--- src/rtl/tlv_pkg.sv ---
package tlv_pkg;

	// Frame-size cap and the widths that follow from it.
	localparam int MAX_FRAME_BYTES = 4096;
	localparam int POS_W           = $clog2(MAX_FRAME_BYTES + 1);

	// Routing register file.
	localparam int ROUTE_COUNT = 8;
	localparam int ROUTE_W     = 15;
	localparam int CFG_IDX_W   = 4;
	localparam int ROUTE_EN_BIT = 14;
	localparam int TAG_LSB     = 6;
	localparam int CHAN_W      = 6;

	// Value gathering.
	localparam int VALUE_BYTES_KEPT = 8;
	localparam int VALUE_W          = 64;
	localparam int GATH_W           = 4;

	// Queue between the parser and the router.
	localparam int QUEUE_DEPTH = 2;

	localparam logic [ROUTE_W-1:0] ROUTE_RESET [ROUTE_COUNT] = '{
		15'd16448, 15'd16513, 15'd16578, 15'd16643, 15'd16708, 15'd0, 15'd0, 15'd0
	};

	// Event passed from the parser to the router.
	typedef struct packed {
		logic               complete;
		logic               last;
		logic [7:0]         tag;
		logic [VALUE_W-1:0] value;
	} tlv_event_t;

endpackage

--- src/rtl/tlv_entry_extractor_top.sv ---
// TLV entry extractor.
// Input channel (in_valid/in_ready): one frame byte per transaction in data_byte,
// with frame_last high on the final byte of the frame. Each entry is a tag byte,
// a length byte and that many value bytes; the first eight value bytes form a
// big-endian 64-bit value.
// Output channel (out_valid/out_ready): one transaction per routed entry and one
// on every frame end (frame_done set); both may fall on the same transaction.
// Configuration channel (cfg_valid/cfg_ready): writes routing register cfg_index
// (0 to 7) with cfg_data; cfg_ready is always high. Write only while idle.
// Throughput is one byte per cycle while the queue has room. For each byte that
// causes a result, the parser pushes an event into a two-entry queue, and the
// router compares the tag against all eight routes and loads the output register.
// When the receiver stalls, the output register holds, the queue fills, and
// in_ready drops once both queue entries are occupied.
// Reset clears the parser, empties the queue and output, and loads the default
// routes (tags 1 to 5 to channels 0 to 4).
module tlv_entry_extractor_top (
	input  logic                           clk,
	input  logic                           arst_n,
	input  logic                           in_valid,
	output logic                           in_ready,
	input  logic [7:0]                     data_byte,
	input  logic                           frame_last,
	input  logic                           cfg_valid,
	output logic                           cfg_ready,
	input  logic [tlv_pkg::CFG_IDX_W-1:0]  cfg_index,
	input  logic [tlv_pkg::ROUTE_W-1:0]    cfg_data,
	output logic                           out_valid,
	input  logic                           out_ready,
	output logic                           entry_valid,
	output logic [tlv_pkg::CHAN_W-1:0]     channel,
	output logic [tlv_pkg::VALUE_W-1:0]    entry_value,
	output logic                           frame_done
);
	import tlv_pkg::*;

	logic       q_ready;
	logic       q_push;
	tlv_event_t q_event;
	logic       q_pop;
	logic       q_head_valid;
	tlv_event_t q_head_event;

	// Byte parser.
	tlv_front u_front (
		.clk       (clk),
		.arst_n    (arst_n),
		.in_valid  (in_valid),
		.in_ready  (in_ready),
		.data_byte (data_byte),
		.frame_last(frame_last),
		.q_ready   (q_ready),
		.q_push    (q_push),
		.q_event   (q_event)
	);

	// Event queue.
	tlv_queue u_queue (
		.clk       (clk),
		.arst_n    (arst_n),
		.push      (q_push),
		.push_ready(q_ready),
		.push_event(q_event),
		.pop       (q_pop),
		.head_valid(q_head_valid),
		.head_event(q_head_event)
	);

	// Router and output register.
	tlv_route u_route (
		.clk        (clk),
		.arst_n     (arst_n),
		.cfg_valid  (cfg_valid),
		.cfg_ready  (cfg_ready),
		.cfg_index  (cfg_index),
		.cfg_data   (cfg_data),
		.head_valid (q_head_valid),
		.head_event (q_head_event),
		.pop        (q_pop),
		.out_valid  (out_valid),
		.out_ready  (out_ready),
		.entry_valid(entry_valid),
		.channel    (channel),
		.entry_value(entry_value),
		.frame_done (frame_done)
	);

endmodule

--- src/rtl/tlv_front.sv ---
module tlv_front (
	input  logic                 clk,
	input  logic                 arst_n,
	input  logic                 in_valid,
	output logic                 in_ready,
	input  logic [7:0]           data_byte,
	input  logic                 frame_last,
	input  logic                 q_ready,
	output logic                 q_push,
	output tlv_pkg::tlv_event_t  q_event
);
	import tlv_pkg::*;

	typedef enum logic [1:0] {
		PH_TAG = 2'd0,
		PH_LEN = 2'd1,
		PH_VAL = 2'd2
	} phase_t;

	phase_t             phase_q, phase_n;
	logic [7:0]         tag_q, tag_n;
	logic [7:0]         left_q, left_n;
	logic [GATH_W-1:0]  gath_q, gath_n;
	logic [VALUE_W-1:0] acc_q, acc_n;
	logic [POS_W-1:0]   pos_q, pos_n;
	logic [VALUE_W-1:0] ev_value;
	logic               complete;
	logic               accept;

	assign in_ready = q_ready;
	assign accept   = in_valid && in_ready;

	// Next parse state for the byte on the input.
	always_comb begin
		phase_n  = phase_q;
		tag_n    = tag_q;
		left_n   = left_q;
		gath_n   = gath_q;
		acc_n    = acc_q;
		pos_n    = pos_q;
		complete = 1'b0;
		if (pos_q < POS_W'(MAX_FRAME_BYTES)) begin
			pos_n = pos_q + POS_W'(1);
			case (phase_q)
				PH_LEN: begin
					left_n = data_byte;
					gath_n = '0;
					acc_n  = '0;
					if (data_byte == 8'd0) begin
						complete = 1'b1;
					end else begin
						phase_n = PH_VAL;
					end
				end
				PH_VAL: begin
					if (gath_q < GATH_W'(VALUE_BYTES_KEPT)) begin
						acc_n  = {acc_q[VALUE_W-9:0], data_byte};
						gath_n = gath_q + GATH_W'(1);
					end
					left_n = left_q - 8'd1;
					if (left_n == 8'd0) begin
						complete = 1'b1;
					end
				end
				default: begin
					tag_n   = data_byte;
					phase_n = PH_LEN;
				end
			endcase
			if (complete) begin
				phase_n = PH_TAG;
			end
		end
		// The entry value is taken before a frame end clears the accumulator.
		ev_value = acc_n;
		// The last byte of a frame restarts the parser.
		if (frame_last) begin
			phase_n = PH_TAG;
			tag_n   = '0;
			left_n  = '0;
			gath_n  = '0;
			acc_n   = '0;
			pos_n   = '0;
		end
	end

	// An event is queued for every completed entry and every frame end.
	assign q_push           = accept && (complete || frame_last);
	assign q_event.complete = complete;
	assign q_event.last     = frame_last;
	assign q_event.tag      = tag_q;
	assign q_event.value    = ev_value;

	always_ff @(posedge clk or negedge arst_n) begin
		if (!arst_n) begin
			phase_q <= PH_TAG;
			tag_q   <= '0;
			left_q  <= '0;
			gath_q  <= '0;
			acc_q   <= '0;
			pos_q   <= '0;
		end else if (accept) begin
			phase_q <= phase_n;
			tag_q   <= tag_n;
			left_q  <= left_n;
			gath_q  <= gath_n;
			acc_q   <= acc_n;
			pos_q   <= pos_n;
		end
	end

endmodule

--- src/rtl/tlv_queue.sv ---
module tlv_queue (
	input  logic                 clk,
	input  logic                 arst_n,
	input  logic                 push,
	output logic                 push_ready,
	input  tlv_pkg::tlv_event_t  push_event,
	input  logic                 pop,
	output logic                 head_valid,
	output tlv_pkg::tlv_event_t  head_event
);
	import tlv_pkg::*;

	localparam int PTR_W = $clog2(QUEUE_DEPTH);
	localparam int CNT_W = $clog2(QUEUE_DEPTH + 1);

	tlv_event_t       slots_q [QUEUE_DEPTH];
	logic [PTR_W-1:0] wr_ptr_q;
	logic [PTR_W-1:0] rd_ptr_q;
	logic [CNT_W-1:0] count_q;
	logic             do_push;
	logic             do_pop;

	assign push_ready = count_q != CNT_W'(QUEUE_DEPTH);
	assign head_valid = count_q != '0;
	assign head_event = slots_q[rd_ptr_q];
	assign do_push    = push && push_ready;
	assign do_pop     = pop && head_valid;

	// Event storage.
	always_ff @(posedge clk) begin
		if (do_push) begin
			slots_q[wr_ptr_q] <= push_event;
		end
	end

	// Pointers and fill count.
	always_ff @(posedge clk or negedge arst_n) begin
		if (!arst_n) begin
			wr_ptr_q <= '0;
			rd_ptr_q <= '0;
			count_q  <= '0;
		end else begin
			if (do_push) begin
				wr_ptr_q <= (wr_ptr_q == PTR_W'(QUEUE_DEPTH - 1)) ? '0 : wr_ptr_q + PTR_W'(1);
			end
			if (do_pop) begin
				rd_ptr_q <= (rd_ptr_q == PTR_W'(QUEUE_DEPTH - 1)) ? '0 : rd_ptr_q + PTR_W'(1);
			end
			if (do_push && !do_pop) begin
				count_q <= count_q + CNT_W'(1);
			end else if (do_pop && !do_push) begin
				count_q <= count_q - CNT_W'(1);
			end
		end
	end

endmodule

--- src/rtl/tlv_route.sv ---
module tlv_route (
	input  logic                           clk,
	input  logic                           arst_n,
	input  logic                           cfg_valid,
	output logic                           cfg_ready,
	input  logic [tlv_pkg::CFG_IDX_W-1:0]  cfg_index,
	input  logic [tlv_pkg::ROUTE_W-1:0]    cfg_data,
	input  logic                           head_valid,
	input  tlv_pkg::tlv_event_t            head_event,
	output logic                           pop,
	output logic                           out_valid,
	input  logic                           out_ready,
	output logic                           entry_valid,
	output logic [tlv_pkg::CHAN_W-1:0]     channel,
	output logic [tlv_pkg::VALUE_W-1:0]    entry_value,
	output logic                           frame_done
);
	import tlv_pkg::*;

	logic [ROUTE_W-1:0] route_q [ROUTE_COUNT];
	logic               hit;
	logic [CHAN_W-1:0]  hit_chan;
	logic               emit;
	logic               out_valid_q;
	logic               entry_valid_q;
	logic [CHAN_W-1:0]  channel_q;
	logic [VALUE_W-1:0] value_q;
	logic               done_q;

	assign cfg_ready = 1'b1;

	// Routing registers; writes past the last register are dropped.
	always_ff @(posedge clk or negedge arst_n) begin
		if (!arst_n) begin
			for (int k = 0; k < ROUTE_COUNT; k++) begin
				route_q[k] <= ROUTE_RESET[k];
			end
		end else if (cfg_valid && (cfg_index < CFG_IDX_W'(ROUTE_COUNT))) begin
			route_q[cfg_index[$clog2(ROUTE_COUNT)-1:0]] <= cfg_data;
		end
	end

	// Parallel tag compare; the lowest-numbered enabled match wins.
	always_comb begin
		hit      = 1'b0;
		hit_chan = '0;
		for (int k = ROUTE_COUNT - 1; k >= 0; k--) begin
			if (route_q[k][ROUTE_EN_BIT] && (route_q[k][TAG_LSB +: 8] == head_event.tag)) begin
				hit      = head_event.complete;
				hit_chan = route_q[k][CHAN_W-1:0];
			end
		end
	end

	// Take the queue head when the output register is free or draining.
	assign pop  = head_valid && (!out_valid_q || out_ready);
	assign emit = hit || head_event.last;

	always_ff @(posedge clk or negedge arst_n) begin
		if (!arst_n) begin
			out_valid_q <= 1'b0;
		end else if (pop) begin
			out_valid_q <= emit;
		end else if (out_ready) begin
			out_valid_q <= 1'b0;
		end
	end

	// Result payload.
	always_ff @(posedge clk) begin
		if (pop && emit) begin
			entry_valid_q <= hit;
			channel_q     <= hit ? hit_chan : '0;
			value_q       <= hit ? head_event.value : '0;
			done_q        <= head_event.last;
		end
	end

	assign out_valid   = out_valid_q;
	assign entry_valid = entry_valid_q;
	assign channel     = channel_q;
	assign entry_value = value_q;
	assign frame_done  = done_q;

endmodule

--- config.mk ---
export PLATFORM = sky130hd
export DESIGN_NAME = tlv_entry_extractor_top
export DESIGN_NICKNAME = d
export VERILOG_FILES = /design/src/rtl/tlv_pkg.sv /design/src/rtl/tlv_entry_extractor_top.sv /design/src/rtl/tlv_front.sv /design/src/rtl/tlv_queue.sv /design/src/rtl/tlv_route.sv
export SDC_FILE = /design/constraint.sdc
export NUM_CORES = 1
export LEC_CHECK = 0
export BUFFER_PORTS_ARGS = -buffer_cell sky130_fd_sc_hd__buf_2
export CAP_MARGIN = 20
export CORE_MARGIN = 5
export CORE_UTILIZATION = 63
export CTS_BUF_LIST = sky130_fd_sc_hd__clkbuf_2
export CTS_CLUSTER_DIAMETER = 150
export DETAILED_ROUTE_END_ITERATION = 16
export GPL_TIMING_DRIVEN = 0
export PLACE_DENSITY = 0.88
export SYNTH_ARGS = -nofsm -noshare
export SYNTH_HDL_FRONTEND = slang
export SYNTH_SLANG_ARGS = --single-unit
--- constraint.sdc ---
create_clock -name clk -period 8.49 [get_ports clk]
set_input_delay 0.849 -clock clk [delete_from_list [all_inputs] [get_ports clk]]
set_output_delay 0.849 -clock clk [all_outputs]
set_load 0.1 [all_outputs]
Yosys cells after proc, flatten, opt, wreduce, memory -nomap -nowiden
Memory sizes are Yosys's and may differ from the RTL's.
Index checks and enable logic that the tools add are counted.
W data, S select, Z words.

storage, ports and cells
  ROM bits = 0
  latch bits = 0
  logic and storage cells = 141
  register bits = 296
  input bits = 33
  bits in writable memories = 148
  memories kept = 1

cells by class
  eq/ne operators = 15
  bitwise gates (word level) = 1
  reduce and logical (&&, ||, !) cells = 37
  multiply operators = 0
  magnitude comparators = 5
  add/sub/neg operators = 7
  multiplexer cells = 53
  divide/modulo/power cells = 0
  shift-type cells = 0

memories
  name             words  bits a word  rd ports  clocked after Yosys merged registers in  write ports  line             text
  u_queue.slots_q  2      74           1         0                                        1            tlv_queue.sv:16  tlv_event_t slots_q [QUEUE_DEPTH];

operators with widths
  kind                     count
  $mux W64                 3
  $pmux W64 S2             1
  $bwmux W120              1
  $eq A8 B8 Y1             8
  $mux W6                  8
  $demux W15 S3            1
  $mux W8                  5
  $mux W13                 2
  $logic_and A1 B1 Y1      18
  $mux W1                  18
  $logic_not A8 Y1         2
  $pmux W8 S2              1
  $mux W15                 1
  $add A13 B1 Y13 const B  1
  $lt A13 B13 Y1 const B   1
  $mux W2                  6
  $mux W4                  3
  $lt A4 B4 Y1 const B     2
  $pmux W4 S2              1
  $reduce_and A4 Y1        2
  $reduce_bool A2 Y1       4
  $sub A8 B1 Y8 const B    1
  $ne A3 B2 Y1 const B     2
  $reduce_and A3 Y1        2
  other kinds (19)         24

Depth between registers and ports, before layout
  depth after elaboration = 13
  depth in mapped cells = 12

Hierarchy
From an unflattened synthesis, not the netlist that was laid out.

unflattened totals
  cell total of the unflattened synthesis = 1,426
  area total of the unflattened synthesis = 19,416.1 µm²

by module, submodules not included
  module     cells each  sequential area each (µm²)  area an instance (µm²)  times used
  tlv_route  595         5,211.2                     8,459.4                 1
  tlv_queue  248         4,544.4                     5,736.8                 1
  tlv_front  583         2,477.4                     5,220.0                 1

Worst setup path after synthesis
OpenSTA, ideal clock, no wires.

  kind = reg-to-reg
  start point = reg u_queue.count_q[0]
  end point = mem u_queue.slots_q[0][0] in the netlist's numbering (enable)
  cell stages (with the launch flop) = 6
  period minus slack after synthesis = 7.596 ns
  data arrival time = 6.999 ns
  setup slack = 0.894 ns
  path through = dfrtp_1 nand2b_1 nand2_1 clkbuf_1 clkbuf_1 nor3_1

on the way
  longest elaborated chain between the ends = 6

RTL lines
  element                            line                           text
  start, declared                    tlv_queue.sv:19                logic [CNT_W-1:0] count_q;
  start signal, assigned             tlv_queue.sv:50                count_q <= count_q + CNT_W'(1);
  start signal, assigned             tlv_queue.sv:52                count_q <= count_q - CNT_W'(1);
  $ne A2 B2 Y1 (*)                   tlv_queue.sv:23                assign push_ready = count_q != CNT_W'(QUEUE_DEPTH);
  via in_ready                       tlv_entry_extractor_top.sv:21  output logic in_ready,
  $logic_and A1 B1 Y1                tlv_front.sv:31                assign accept = in_valid && in_ready;
  $logic_and A1 B1 Y1                tlv_front.sv:88                assign q_push = accept && (complete || frame_last);
  $logic_and A1 B1 Y1 (*)            tlv_queue.sv:26                assign do_push = push && push_ready;
  $mux W1 (*)                        tlv_queue.sv:31                if (do_push) begin
  $mux W1 (implied by the code) (*)  tlv_queue.sv:32                slots_q[wr_ptr_q] <= push_event;
  end, declared                      tlv_queue.sv:16

The timed path passes the listed nets; every way through them passes the cells marked *.

Worst setup path in the final report
  start point = reg u_queue.rd_ptr_q
  end point = reg u_route.value_q[37] (netlist: u_route.entry_value[37]) (enable)

on the way
  longest elaborated chain between the ends = 13

RTL lines
  element                  line             text
  start, declared          tlv_queue.sv:18  logic [PTR_W-1:0] rd_ptr_q;
  start signal, assigned   tlv_queue.sv:47  rd_ptr_q <= (rd_ptr_q == PTR_W'(QUEUE_DEPTH - 1)) ? '0 : rd_ptr_q + PTR_W'(1);
  $mem_v2 Z2 W74 (*)       --
  $eq A8 B8 Y1             tlv_route.sv:48  if (route_q[k][ROUTE_EN_BIT] && (route_q[k][TAG_LSB +: 8] == head_event.tag)) begin
  $logic_and A1 B1 Y1      tlv_route.sv:48
  $mux W1 (8 in a row)     tlv_route.sv:48
  $logic_or A1 B1 Y1 (*)   tlv_route.sv:57  assign emit = hit || head_event.last;
  $logic_and A1 B1 Y1 (*)  tlv_route.sv:71  if (pop && emit) begin
  end signal, assigned     tlv_route.sv:74  value_q <= hit ? head_event.value : '0;
  end, declared            tlv_route.sv:27  logic [VALUE_W-1:0] value_q;

Mark *: on every way between the ends. The rest lies on a longest branch, timed or not.
A chain may end at the register's enable or synchronous reset.

==> summary by stage <==
Place
The port buffer count is 104. Once placement finished, the instance area stood at 20,040 um^2. The last weighted congestion value of the routability-driven placer is 0.8596. The worst slack after detailed placement is 4.087 ns. Once detailed placement completed, the half-perimeter wirelength came to 27.68 mm.

CTS
The CTS buffer count is 104. The maximum buffer depth of the clock tree is 3. The clock transition at the register clock pins on the worst setup and hold paths after CTS is 0.11 ns. Once the clock tree was built, the setup fixing pass inserted 0 buffers. In this run the clock root is driven by a clkbuf_2. The clock insertion delay at the later pin of the skew report is 0.99 ns. The maximum level of the CTS H-tree is 3. The clock sink count is 444.

TritonCTS built the clock tree.

Pwr
In this run the power density over the cells is 337.8 nW/um^2. The share of power burned in registers is 42.4%. In this run the power spent charging and discharging nets is 0.003079 W.

The static power due to leakage is 8.567 nW. In this run, the clock network consumes 19.2% of the power. The largest vdd supply drop is 0.2205 mV. In this run, the combinational gates consume 38.4% of the power.

Of the total power, the share spent switching nets is 43.34%. The internal power of the cells totals 0.004026 W.

Timing
For this run, the top clock speed supported by timing is 0.2230 GHz. The final critical path time including I/O delays and setup is 4.485 ns. For the final routed database, the setup TNS stands at 0 ns. In this run the tightest slew margin relative to its limit is 26.53%. For the pin with the worst max-slew slack, the measured transition is 1.100 ns.

The clock arrives with 0.08381 ns of skew. Across all setup checks in the final design, the least slack found is 4.005 ns. The final count of pins violating max slew is 0. The share of the cycle needed by the critical path after routing is 52.83%. Setup repair after global routing left no endpoint under its margin. The final-report hold violation count is 0. The count of endpoints failing setup in the final report is 0.

Global routing
The initial antenna violation count is 1. The via count of the first global-routing pass was 13,070. The pin count of the biggest net entering global routing is 115. Global routing used 25.03% of the available tracks. The first global-routing pass estimated 67.25 mm of wire. The overall overflow remaining after global route is 0.

Floorplan
The floorplan has 63 rows. The die span in x is 182.8 um. The area of the placeable core is 29,560 um^2.

The area of the die is 33,400 um^2. The number of top-level pins is 108. In this run the vertical extent of the chip is 182.8 um. The initial utilization of the core area, before any placement, comes to 63.62%.

Synthesis
The number of flops mapped to enable cells by yosys is 220. The netlist area before placement is 18,810 um^2. The number of warnings issued by yosys is 0. The most used flip-flop cell after synthesis is edfxtp_1. When the netlist entered floorplanning its net count stood at 1,460.

The synthesized area per cell is 13.24 um^2. Synthesis produced a netlist whose cell count is 1,420. The synthesized design contains 444 register bits. Summing the sequential cell areas from Yosys gives 65.05% of the chip area. After synthesis, the netlist uses 61 different library cells. The proportion of register bits with asynchronous set or reset after synthesis is 50.45%.

Routing
In the routed design, unresolved DRC markers number 0. The top layer used by detailed routing is met4. After detailed routing, the average wire length per cell comes to 19.46 um. The detailed router put a total of 16.52 mm of wire on met1. The routed design has 41.23 mm of wire. The count of nets left with antenna violations once routing finished came out at 0.

The total number of vias is 12,540. The met2 layer wire length in the routed design is 20.36 mm. The met3 layer wire length in the routed design is 3.088 mm.

The via count normalized by instance count is 5.919. The violation count after the first detailed-routing iteration is 1,194. The first detailed-routing pass took 7 iterations.

Worst hold path
The worst hold path belongs to the class input pin to flip-flop.

Worst setup path
The data arrival time of the critical path is 5.10 ns. STA classifies the critical path endpoint as a flip-flop. For the worst setup path, the data required time is 9.11 ns.

The startpoint type of the worst setup path is a flip-flop. Of all nets on the critical path, the largest fanout is 33. The critical path class is flip-flop to flip-flop.

The setup check on the worst reg-to-reg path leaves a slack of 4.00 ns.

Final layout
After routing the design area is 21,030 um^2. The post-route core utilization is 71.15%. After the last flow step, the layout net total stands at 1,685. The top cell types in the final layout, fill and taps aside, are edfxtp_1 (220), dfrtp_1 (207), clkbuf_2 (162). The most common cell after layout, fill and taps aside is edfxtp_1. The fraction of final layout cells sized beyond drive strength 1 is 25.81%.

The layout-stage area growth over the synthesis result is 11.84%.

Job
Max-cap violations in this run came to 0.

Status
The flow ran to the end, and the final reports show no timing, DRC or antenna violations.
registers in the layout, summed over array words and instances (netlist names):
name,flops
u_queue.slots_q,148
u_route.route_q,120
u_front.acc_q,64
u_route.entry_value,64
u_front.pos_q,13
u_front.left_q,8
u_front.tag_q,8
u_route.channel,6
u_front.gath_q,4
u_front.phase_q,2
u_queue.count_q,2
u_queue.rd_ptr_q,1
u_queue.wr_ptr_q,1
u_route.entry_valid,1
u_route.frame_done,1
u_route.out_valid,1
routing by layer:
metal | global-route usage [%] | vias up
met1 | 32.94 | 6176
li1 | - | 5659
met3 | 4.998 | 113
met5 | 0 | -
met4 | 9.863 | 0
met2 | 41.67 | 594
final cells by class:
cell class | count | area [um^2]
antenna | 1 | 2.502
buffer | 76 | 317.8
clock buffer | 162 | 810.8
clock inverter | 27 | 162.7
fill | 1924 | 8528
inverter | 21 | 78.83
multi-input combinational | 879 | 6195
sequential | 444 | 12230
tap | 390 | 488.0
timing repair buffer | 119 | 743.2
path summary, 6_finish.rpt:
check | endpoint | cells after the start | start
min in group asynchronous | u_route.route_q[93]$_DFFE_PN0P_ | 2 | arst_n
max | u_route.entry_value[37]$_SDFFCE_PN0P_ | 10 | u_queue.rd_ptr_q$_DFFE_PN0P_
min reg2reg | u_front.gath_q[2]$_DFFE_PN0P_ | 1 | u_front.gath_q[2]$_DFFE_PN0P_
min | u_queue.slots_q[0][72]$_DFFE_PP_ | 1 | frame_last
max reg2reg | u_route.entry_value[37]$_SDFFCE_PN0P_ | 10 | u_queue.rd_ptr_q$_DFFE_PN0P_
max in group asynchronous | u_front.acc_q[35]$_DFFE_PN0P_ | 3 | arst_n
Yosys cell counts, types with 2 or more instances:
cell	number	area share, %
o21bai_1	2	0.080
nand2_1	157	3.1
nor3_1	27	0.72
a21oi_1	77	2.0
nor2b_1	4	0.13
mux2i_4	6	0.72
a31oi_1	4	0.13
buf_1	2	0.040
edfxtp_1	220	35
dfrtp_1	207	28
or4_1	2	0.080
a22o_1	65	3.0
a211oi_1	11	0.44
o211a_1	4	0.21
clkbuf_1	69	1.4
xor2_1	16	0.75
dfstp_2	17	2.4
and3_1	7	0.23
mux2i_2	2	0.15
or3_1	3	0.10
o31ai_1	4	0.16
ha_1	7	0.47
nor4_2	2	0.13
a22oi_1	8	0.32
inv_1	21	0.42
mux2i_1	66	3.5
xnor2_1	63	2.9
and2_1	6	0.20
buf_4	2	0.080
nor2_1	100	2.0
nand3_1	12	0.32
nand4_1	12	0.40
nand2b_1	6	0.20
o21ai_0	44	1.2
a32oi_1	2	0.093
nor3b_1	11	0.44
mux2_2	117	7.0
nor4_1	6	0.20
a2bb2oi_1	5	0.23
nand3b_1	3	0.12
through the flow:
stage	hold slack (ns)	cells	total power [W]
6_report	0.1620	2119	0.007105
5_1_grt	0.1110	2119	0.007458
4_1_cts	0.1129	2117	0.007109
3_5_place_dp	0.4878	1927	0.005742
3_3_place_gp	0.4730	1914	0.005627
2_1_floorplan	0.4496	1420	0.005134
critical path, stage by stage, from the launching register on:
cell and delay [ns]:
dfrtp_1 0.35, buf_6 0.13, mux2i_2 0.78, xnor2_1 0.15, nor4_1 0.48, nand4_1 0.45, nand4_1 0.29, o41ai_4 0.26
buf_2 0.32, a21oi_4 0.61, buf_12 0.29
power groups by stage:
stage	registers (W)	clock network [W]	logic, W
4_1_cts	0.00300	0.00139	0.00272
2_1_floorplan	0.00382	0	0.00131
5_1_grt	0.00305	0.00151	0.00290
3_5_place_dp	0.00305	0	0.00270
3_3_place_gp	0.00306	0	0.00256
6_report	0.00301	0.00136	0.00273
cell families (layout without fill, tap and decap cells):
family | Yosys count | count (layout) | synth area share [%]
AOI/OAI and AO/OA | 238 | 238 | 8.576
DFF | 444 | 444 | 65.05
and+or+nand+nor | 363 | 363 | 8.716
other | 1 | 2 | 0.01994
xor gates and xnor gates | 79 | 79 | 3.679
muxes | 191 | 191 | 11.38
adders and majority gates | 7 | 7 | 0.4657
buffers and inverters | 97 | 405 | 2.109
timing repair:
action | 4_1_cts | 5_1_grt
hold endpoints to repair | 66 | 0
resized for setup | 0 | 0
hold buffers | 1 | 0
(Power assumes the default switching activity.)
